--- src/hdl/hsvrgb_pkg.sv ---
package hsvrgb_pkg;

  // Field widths
  localparam int HUE_W  = 16;
  localparam int Q_W    = 13;   // Q1.12 saturation and value
  localparam int CH_W   = 12;   // Q8.4 channel
  localparam int CQ_W   = 25;   // chroma v*s, Q1.24, at most 2^24
  localparam int HW_W   = 15;   // wrapped hue, 0..23039
  localparam int WT_W   = 12;   // component weight, 0..3840
  localparam int T_W    = 36;   // channel sum, at most 2^24 * 3840
  localparam int RND_W  = T_W + 5;

  // Hue geometry in 1/64 degree units
  localparam logic [17:0]     HUE_OFS    = 18'd46080;
  localparam logic [16:0]     HUE_TWO    = 17'd46080;
  localparam logic [HW_W-1:0] HUE_FULL   = 15'd23040;
  localparam logic [HW_W-1:0] HUE_SECTOR = 15'd3840;
  localparam logic [WT_W-1:0] WT_FULL    = 12'd3840;
  localparam logic [Q_W-1:0]  Q_ONE      = 13'd4096;

  // Half of 2^28 for round half up of (T * 17) >> 28
  localparam logic [RND_W-1:0] RND_HALF = RND_W'(64'd134217728);

  // 60 degree sectors
  localparam logic [2:0] SEC_RY = 3'd0;   // red to yellow
  localparam logic [2:0] SEC_YG = 3'd1;   // yellow to green
  localparam logic [2:0] SEC_GC = 3'd2;   // green to cyan
  localparam logic [2:0] SEC_CB = 3'd3;   // cyan to blue
  localparam logic [2:0] SEC_BM = 3'd4;   // blue to magenta
  localparam logic [2:0] SEC_MR = 3'd5;   // magenta to red

  // Stage advance enables shared with the channel lanes
  typedef struct packed {
    logic s3;
    logic s4;
    logic s5;
  } hsvrgb_adv_t;

endpackage

--- src/hdl/hsv_to_rgb_converter_core.sv ---
// Channel | Direction | Word contents (lowest bit first)
// in_     | slave     | hue[15:0] signed, saturation[28:16], brightness_value[41:29]
// out_    | master    | red[11:0], green[23:12], blue[35:24]
//
// One word per cycle sustained while the output is not stalled.
// Five register stages: hue wrap and clamp; chroma, offset and sector weights;
// weighted chroma and offset times 3840; offset add; rounding into the output.
// Reset clears only the stage valid bits; payload stages are not reset.
// A stalled result holds; bubbles close up behind it, so input is taken
// until every stage is full.
module hsv_to_rgb_converter_core
  import hsvrgb_pkg::*;
(
  input  logic        clk,
  input  logic        rst_n,
  input  logic        in_tvalid,
  output logic        in_tready,
  input  logic [47:0] in_tdata,    // hue, saturation, brightness_value, zero pad
  output logic        out_tvalid,
  input  logic        out_tready,
  output logic [39:0] out_tdata    // red, green, blue, zero pad
);

  logic [4:0]         vld_r;
  logic [4:0]         vld_nxt;
  logic [4:0]         en;
  hsvrgb_adv_t        adv;

  logic [HUE_W-1:0]   in_hue;
  logic [Q_W-1:0]     in_sat;
  logic [Q_W-1:0]     in_val;

  logic [17:0]        hue_ofs;
  logic [16:0]        hue_a;
  logic [16:0]        hue_b;
  logic [HW_W-1:0]    hw_r;
  logic [Q_W-1:0]     sat_r;
  logic [Q_W-1:0]     val_r;

  logic [2:0]         sector;
  logic [HW_W-1:0]    pair_base;
  logic [HW_W-1:0]    pos;
  logic [HW_W-1:0]    sec_off;
  logic [WT_W-1:0]    xw;
  logic [WT_W-1:0]    wr;
  logic [WT_W-1:0]    wg;
  logic [WT_W-1:0]    wb;
  logic [2*Q_W-1:0]   cq_full;
  logic [2*Q_W-1:0]   mq_full;
  logic [CQ_W-1:0]    cq_r;
  logic [CQ_W-1:0]    mq_r;
  logic [WT_W-1:0]    wr_r;
  logic [WT_W-1:0]    wg_r;
  logic [WT_W-1:0]    wb_r;

  logic [T_W:0]       m_full;
  logic [T_W-1:0]     m3840_r;

  logic [CH_W-1:0]    red;
  logic [CH_W-1:0]    green;
  logic [CH_W-1:0]    blue;

  assign in_hue = in_tdata[15:0];
  assign in_sat = in_tdata[28:16];
  assign in_val = in_tdata[41:29];

  // Advance a stage when it is empty or its successor advances
  always_comb begin
    en[4] = !vld_r[4] || out_tready;
    for (int i = 3; i >= 0; i--) begin
      en[i] = !vld_r[i] || en[i+1];
    end
  end

  assign in_tready = en[0];
  assign adv.s3    = en[2];
  assign adv.s4    = en[3];
  assign adv.s5    = en[4];

  always_comb begin
    vld_nxt = vld_r;
    if (en[0]) vld_nxt[0] = in_tvalid;
    for (int i = 1; i < 5; i++) begin
      if (en[i]) vld_nxt[i] = vld_r[i-1];
    end
  end

  always_ff @(posedge clk) begin
    if (!rst_n) begin
      vld_r <= '0;
    end else begin
      vld_r <= vld_nxt;
    end
  end

  // Stage 1: wrap hue into one turn, clamp saturation and value
  assign hue_ofs = {{2{in_hue[HUE_W-1]}}, in_hue} + HUE_OFS;
  assign hue_a   = (hue_ofs[16:0] >= HUE_TWO) ? hue_ofs[16:0] - HUE_TWO : hue_ofs[16:0];
  assign hue_b   = (hue_a >= {2'b0, HUE_FULL}) ? hue_a - {2'b0, HUE_FULL} : hue_a;

  always_ff @(posedge clk) begin
    if (en[0]) begin
      hw_r  <= hue_b[HW_W-1:0];
      sat_r <= (in_sat > Q_ONE) ? Q_ONE : in_sat;
      val_r <= (in_val > Q_ONE) ? Q_ONE : in_val;
    end
  end

  // Stage 2: chroma, offset, sector and secondary weight
  always_comb begin
    priority if (hw_r >= 15'd19200) sector = SEC_MR;
    else if (hw_r >= 15'd15360)     sector = SEC_BM;
    else if (hw_r >= 15'd11520)     sector = SEC_CB;
    else if (hw_r >= 15'd7680)      sector = SEC_GC;
    else if (hw_r >= HUE_SECTOR)    sector = SEC_YG;
    else                            sector = SEC_RY;
  end

  always_comb begin
    unique case (sector[2:1])
      2'd0:    pair_base = 15'd0;
      2'd1:    pair_base = 15'd7680;
      default: pair_base = 15'd15360;
    endcase
  end

  assign pos     = hw_r - pair_base;
  assign sec_off = (pos >= HUE_SECTOR) ? pos - HUE_SECTOR : HUE_SECTOR - pos;
  assign xw      = WT_FULL - sec_off[WT_W-1:0];

  // Chroma takes the full weight, the secondary the ramp, the third none
  always_comb begin
    unique case (sector)
      SEC_RY:  begin wr = WT_FULL; wg = xw;      wb = '0;      end
      SEC_YG:  begin wr = xw;      wg = WT_FULL; wb = '0;      end
      SEC_GC:  begin wr = '0;      wg = WT_FULL; wb = xw;      end
      SEC_CB:  begin wr = '0;      wg = xw;      wb = WT_FULL; end
      SEC_BM:  begin wr = xw;      wg = '0;      wb = WT_FULL; end
      default: begin wr = WT_FULL; wg = '0;      wb = xw;      end
    endcase
  end

  assign cq_full = val_r * sat_r;
  assign mq_full = val_r * (Q_ONE - sat_r);

  always_ff @(posedge clk) begin
    if (en[1]) begin
      cq_r <= cq_full[CQ_W-1:0];
      mq_r <= mq_full[CQ_W-1:0];
      wr_r <= wr;
      wg_r <= wg;
      wb_r <= wb;
    end
  end

  // Stage 3: offset times 3840 as a shift and subtract
  assign m_full = {mq_r, 12'b0} - {4'b0, mq_r, 8'b0};

  always_ff @(posedge clk) begin
    if (en[2]) begin
      m3840_r <= m_full[T_W-1:0];
    end
  end

  // Stages 3 to 5 of each channel
  hsvrgb_chan u_red (
    .clk   (clk),
    .adv   (adv),
    .cq    (cq_r),
    .wt    (wr_r),
    .m3840 (m3840_r),
    .ch    (red)
  );

  hsvrgb_chan u_green (
    .clk   (clk),
    .adv   (adv),
    .cq    (cq_r),
    .wt    (wg_r),
    .m3840 (m3840_r),
    .ch    (green)
  );

  hsvrgb_chan u_blue (
    .clk   (clk),
    .adv   (adv),
    .cq    (cq_r),
    .wt    (wb_r),
    .m3840 (m3840_r),
    .ch    (blue)
  );

  assign out_tvalid = vld_r[4];
  assign out_tdata  = {4'b0, blue, green, red};

  // A full pipeline facing a stalled sink takes no word
  a_full_blocks: assert property (@(posedge clk) disable iff (!rst_n)
    (vld_r == 5'b11111 && !out_tready) |-> !in_tready)
    else $error("input taken while every stage is full and output stalled");

  // Channels never exceed 255.0
  a_range: assert property (@(posedge clk) disable iff (!rst_n)
    out_tvalid |-> (red <= 12'd4080 && green <= 12'd4080 && blue <= 12'd4080))
    else $error("channel above 4080");

  // An accepted word reaches the first stage on the next edge
  a_enter: assert property (@(posedge clk) disable iff (!rst_n)
    (in_tvalid && in_tready) |=> vld_r[0])
    else $error("accepted word lost at pipeline entry");

  // Reset empties the pipeline
  a_reset: assert property (@(posedge clk)
    !rst_n |=> !out_tvalid)
    else $error("result valid after reset");

endmodule

--- src/hdl/hsvrgb_chan.sv ---
module hsvrgb_chan
  import hsvrgb_pkg::*;
(
  input  logic              clk,
  input  hsvrgb_adv_t       adv,
  input  logic [CQ_W-1:0]   cq,        // stage 2 chroma
  input  logic [WT_W-1:0]   wt,        // stage 2 weight of this channel
  input  logic [T_W-1:0]    m3840,     // stage 3 offset m * 3840
  output logic [CH_W-1:0]   ch
);

  logic [CQ_W+WT_W-1:0] prod_full;
  logic [T_W-1:0]       prod_r;
  logic [T_W-1:0]       sum_r;
  logic [RND_W-1:0]     rnd;
  logic [CH_W-1:0]      ch_r;

  assign prod_full = cq * wt;

  // Scale the outcome to Q8.4: (T * 17 + 2^27) >> 28
  assign rnd = {5'b0, sum_r} + {1'b0, sum_r, 4'b0} + RND_HALF;

  // Stage 3: weighted chroma
  always_ff @(posedge clk) begin
    if (adv.s3) begin
      prod_r <= prod_full[T_W-1:0];
    end
  end

  // Stage 4: add the offset
  always_ff @(posedge clk) begin
    if (adv.s4) begin
      sum_r <= prod_r + m3840;
    end
  end

  // Stage 5: round into the output word
  always_ff @(posedge clk) begin
    if (adv.s5) begin
      ch_r <= rnd[CH_W+27:28];
    end
  end

  assign ch = ch_r;

endmodule
--- config.mk ---
export PLATFORM = sky130hd
export DESIGN_NAME = hsv_to_rgb_converter_core
export DESIGN_NICKNAME = d
export VERILOG_FILES = /design/src/hdl/hsvrgb_pkg.sv /design/src/hdl/hsv_to_rgb_converter_core.sv /design/src/hdl/hsvrgb_chan.sv
export SDC_FILE = /design/constraint.sdc
export NUM_CORES = 2
export LEC_CHECK = 0
export ABC_AREA = 1
export ABC_CLOCK_PERIOD_IN_PS = 11550
export BUFFER_PORTS_ARGS = -buffer_cell sky130_fd_sc_hd__buf_4
export CAP_MARGIN = 20
export CORE_UTILIZATION = 55
export DETAILED_ROUTE_END_ITERATION = 7
export GPL_TIMING_DRIVEN = 0
export MAX_ROUTING_LAYER = met4
export PLACE_DENSITY = 0.71
export SLEW_MARGIN = 0
export SYNTH_ARGS = -nofsm -noshare
export SYNTH_HDL_FRONTEND = slang
export SYNTH_SLANG_ARGS = --single-unit
--- constraint.sdc ---
create_clock -name clk -period 11.55 [get_ports clk]
set_clock_uncertainty 0.05 [all_clocks]
set_input_delay 0.5775 -clock clk [delete_from_list [all_inputs] [get_ports clk]]
set_output_delay 0.5775 -clock clk [all_outputs]
set_load 0.05 [all_outputs]
---- Word level (Yosys, flattened, before mapping) ----
Cells that the tools add are included.
Widths: inputs -> output; s select.
word-level totals
  flip-flop bits (word level) ............. 420
  output and inout port bits .............. 42
  input port bits ......................... 52
  logic and storage cells ................. 91
operators by class
  $add $sub $neg .......................... 18
  equal/unequal tests ..................... 5
  reduce and logical (&&, ||, !) cells .... 18
  $lt $le $gt $ge ......................... 10
  multiplexer cells ....................... 12
  multiply operators ...................... 5
operators with widths
  operator                count
  $add 36x40->40          3
  $add 40x28->40 const B  3
  $add 36x36->36          3
  $mul 25x12->36          3
  $pmux 12 s2             3
  $sub 36x33->36          1
  $ge 15x12->1 const B    2
  $ge 15x14->1 const B    2
  $pmux 14 s2             1
  $gt 13x13->1 const B    2
  $mul 13x13->25          1
  $mul 14x14->25          1
  $sub 12x12->12 const A  2
  $add 16x17->17 const B  1
  $ge 17x15->1 const B    1
  $ge 17x16->1 const B    1
  $mux 17                 1
  $sub 17x16->17 const B  1
  $ge 15x13->1 const B    1
  $ge 15x15->1 const B    1
  $mux 15                 1
  $sub 15x14->15          1
  $sub 15x15->15 const B  1
  $sub 13x13->14 const A  1
  other kinds (14)        30

---- Depth between registers and ports, before layout ----
  depth in word-level cells ............... 13
  mapped depth ............................ 32
  mapped depth without buffers ............ 31

---- Hierarchy ----
A second synthesis with hierarchy kept.
second synthesis, totals
  cell total of the unflattened synthesis .. 8,980
  area, all modules ....................... 69,669.3 um^2
modules (own cells, without submodules)
  module                     cells each  sequential area each (um^2)  instances  area each (um^2)
  hsv_to_rgb_converter_core  2,314       4,724.5                      1          19,760.2
  hsvrgb_chan at u_blue      2,234       2,522.4                      1          16,706.0
  hsvrgb_chan at u_green     2,219       2,522.4                      1          16,622.2
  hsvrgb_chan at u_red       2,213       2,522.4                      1          16,580.9

---- Worst setup path before layout ----
OpenSTA, ideal clock, no wires.
  kind .................................... input -> register
  start point ............................. input out_tready
  end point ............................... register cq_r[0], enable pin
  data arrival time ....................... 8.456 ns
  slack ................................... 2.605 ns
  setup time .............................. 0.439 ns
  required time ........................... 11.061 ns
  buffers on the path ..................... 0
  cell stages on the path ................. 8
  cell sequence ........................... nor2_1 inv_1 nor2_1 inv_1 nor2_1 inv_1 nor2_1 inv_1
RTL lines
  what                    line                              RTL
  start: declaration      hsv_to_rgb_converter_core.sv:20   input logic out_tready,
  end signal: assignment  hsv_to_rgb_converter_core.sv:148  cq_r <= cq_full[CQ_W-1:0];
  end: declaration        hsv_to_rgb_converter_core.sv:50   logic [CQ_W-1:0] cq_r;

---- Worst setup path in the final report ----
  start point ............................. register sat_r[1]
  end point ............................... register mq_r[24], data pin
between the ends
  cells in the longest elaborated chain, start to end .. 2
RTL lines
  what                      line                              RTL
  start: declaration        hsv_to_rgb_converter_core.sv:37   logic [Q_W-1:0] sat_r;
  start signal: assignment  hsv_to_rgb_converter_core.sv:104  sat_r <= (in_sat > Q_ONE) ? Q_ONE : in_sat;
  $sub 13x13->14            hsv_to_rgb_converter_core.sv:144  assign mq_full = val_r * (Q_ONE - sat_r);
  $mul 14x14->25            hsv_to_rgb_converter_core.sv:144
  net mq_full[24]           hsv_to_rgb_converter_core.sv:49   logic [2*Q_W-1:0] mq_full;
  end signal: assignment    hsv_to_rgb_converter_core.sv:149  mq_r <= mq_full[CQ_W-1:0];
  end: declaration          hsv_to_rgb_converter_core.sv:51   logic [CQ_W-1:0] mq_r;
The timed path passes the listed nets, and every way through them passes these cells.
A chain may end at the register's enable or synchronous reset.

==> metrics.yaml <==
status:
  status: "finished clean"
clock_tree:
  cts-root-buf: "clkbuf_16"
  clkLatencyLatePin_ns: 0.65
  cts_buffer_depth: 3
  ctsHoldBuffers: 0
  cts_buffers: 48
  htree_levels: 2
  cts.sink_count: 411
  path_clk_slew_ns: 0.06
  cts_setup_buffers: 0
  cts_tree: "yes"
  ctsResizeCount: 0
critical_path:
  r2r_cells: 31
  startpoint_type: "flip-flop"
  slowest_stage: "edfxtp_1"
  critPathMostFrequentCell: "inv_1"
  r2r-start: "sat_r[1]$_SDFFCE_PN0P_"
  worstSetupPathType: "reg2reg"
  critical_path_arrival_ns: 7.90
  r2r_setup_slack_ns: 3.97
  end_kind: "flip-flop"
  reg2reg_to: "mq_r[24]$_DFFE_PP_"
  crit_fanout: 10
  critPathLaunch: "sat_r[1]$_SDFFCE_PN0P_"
  cp_slowest_stage_delay_ns: 0.56
  required_ns: 11.87
routing:
  dr.first_iter.drc_count: 3946
  routed_wl_um: 177000
  via_per_inst: 5.40
  ant_nets: 0
  vias: 50023
  drc: 0
  routedWlPerCell_um: 19.1
  dr.pass1.iters: 6
sta:
  maxSlewViolCount: 0
  rsz0062_at_grt: "no"
  finalCriticalPeriod_ns: 7.58
  fin_setup_tns_ns: 0
  hold_violations: 0
  relSlewSlack_pct: 26.5
  fin_crit_sh_pct: 65.6
  worst_pin_slew_ns: 1.10
  setup_slack_ns: 3.97
  max_freq_ghz: 0.132
  setup_viol: 0
job:
  max_cap_viol_count: 0
global_routing:
  overflow: 0
  first_global_vias: 50646
  grt_use_total_pct: 31.8
  met2_usage_pct: 47.5
  antenna_found_initial: 4
  grt_first_pass_wirelength_um: 278000
  use_met1_pct: 42.6
  grt.met3_usage_pct: 6.36
  grt_max_degree: 108
  top_usage_layer: "met2"
yosys:
  synth-edff-count: 406
  synthTopCellsByArea: "fa_1, edfxtp_1, ha_1"
  yosys_most_used_dff: "edfxtp_1"
  synthArstFlopShare_pct: 0
  synth_top_cell_area_share_pct: 29.5
  syn_inst: 7569
  ys_seq_area_share_pct: 19.2
  yosys-top-cells-count: "nand2_1, inv_1, fa_1"
  yosysTopAreaCell: "fa_1"
  ys_types: 59
  synth.avg_cell_area_um2: 8.44
  syn_area_um2: 63900
  ys_warn_count: 0
  yosysMostFrequentCell: "nand2_1"
  ys_seq_elements: 411
placed_design:
  numPortBuffers: 83
  gp_congestion: 1.04
  pre_cts_slack_ns: 4.13
  dp_hpwl_um: 150000
final_layout:
  drive_above_1_share_pct: 2.65
  fin_nets: 9376
  register_area_um2: 12300
  multi_input_area_um2: 44100
  num-fill-cells: 10259
  area_growth_pct: 6.78
floorplanning:
  die_h_um: 343
  ios: 94
  start_util_pct: 55.7
  dieArea_um2: 118000
  coreArea_um2: 115000
  rows: 124
  die_w_um: 343
min_path:
  holdPathEnd: "hw_r[1]$_DFFE_PP_"
  holdPathStages: 1
  hp-class: "in2reg"
  hold_path.startpoint: "in_tdata[1]"
-- flip-flops by register name (all words and copies together) (netlist names), 25 cells and up --
signal	count
u_blue.sum_r	36
u_red.prod_r	36
u_green.sum_r	36
u_red.sum_r	36
u_green.prod_r	36
cq_r	25
m3840_r	28
u_blue.prod_r	36
-- logic make-up (layout without fill, tap and decap cells) --
kind of cell	count (synthesis)	count (layout)	share of synthesized area, %
buf+inv	1991	2166	11.7
other cells	1	7	0.00587
xor+xnor	313	313	4.33
flops	411	411	19.2
simple gates	2470	2470	15.3
compound gates	769	769	6.72
fa+ha+maj	1614	1614	42.7
-- through the flow --
step                instances  utilization, %  instance area (µm²)  hold WS, ns
finish                   9262            59.4                68200       0.0864
CTS                      9259            59.4                68200       0.0461
global placement         9167            57.9                66400        0.353
floorplan                7572               -                63900        0.350
global route             9262            59.4                68200       0.0736
detailed placement       9172            58.0                66600        0.355
-- worst max path at each step --
stage | end | slack (ns) | cells after the start
after floorplan | cq_r[0]$_DFFE_PP_ | 2.61 | 8
after global placement | wb_r[11]$_DFFE_PP_ | 0.00002 | 9
after detailed placement | mq_r[24]$_DFFE_PP_ | 4.13 | 31
after CTS | mq_r[24]$_DFFE_PP_ | 4.12 | 31
after global routing | mq_r[24]$_DFFE_PP_ | 3.56 | 31
final | mq_r[24]$_DFFE_PP_ | 3.97 | 31
-- final cells by class --
type	instances	share of cell area [%]
clock inverters	25	0.561
diodes	3	0.0110
repair buffers	88	1.10
inverters	1723	9.49
plain buffers	268	1.51
well taps	1512	2.77
clock buffers	62	1.87
multi-input cells	5170	64.7
flip-flops and latches	411	18.0
-- worst max-delay path, delay by kind of cell, from the launching register on --
kind	cells	cell delay, ns
fa+ha+maj	8	3.19
simple gates	13	1.96
buf+inv	7	0.94
flops	1	0.56
xor+xnor	2	0.53
compound gates	1	0.09
-- metal layers --
layer  wire length, µm  part of all wire, %
met4              7930                  4.5
met1             76600                   43
met2             76900                   43
met3             15500                  8.8
met5                 0                    0
-- layout by cell type (no fill, tap or decap), types with 4 or more instances in the layout --
cell,instances
buf_4,88
nand2_1,1783
bufinv_16,6
o21ai_1,24
o221ai_1,9
nand3_1,131
xor2_1,216
a221oi_1,6
o2111ai_1,4
nand4_1,55
buf_1,19
clkinv_1,8
buf_16,4
fa_1,941
clkbuf_16,48
nand3b_1,4
a31oi_1,46
o21ai_2,6
a211oi_1,6
o21bai_1,13
edfxtp_1,406
ha_1,673
a21oi_1,392
dfxtp_1,5
o31ai_1,4
a21o_1,21
o21ai_0,171
o211ai_1,14
xnor2_1,94
inv_6,5
nand2_2,8
inv_1,1709
nor4_1,21
nor2_1,412
conb_1,4
o21a_1,24
nor3_1,40
a21boi_0,15
clkbuf_1,254
inv_2,7
Power is left out: the tool's default activity adds up to more than one toggle a clock period on the data nets, which glitch-free logic cannot reach.
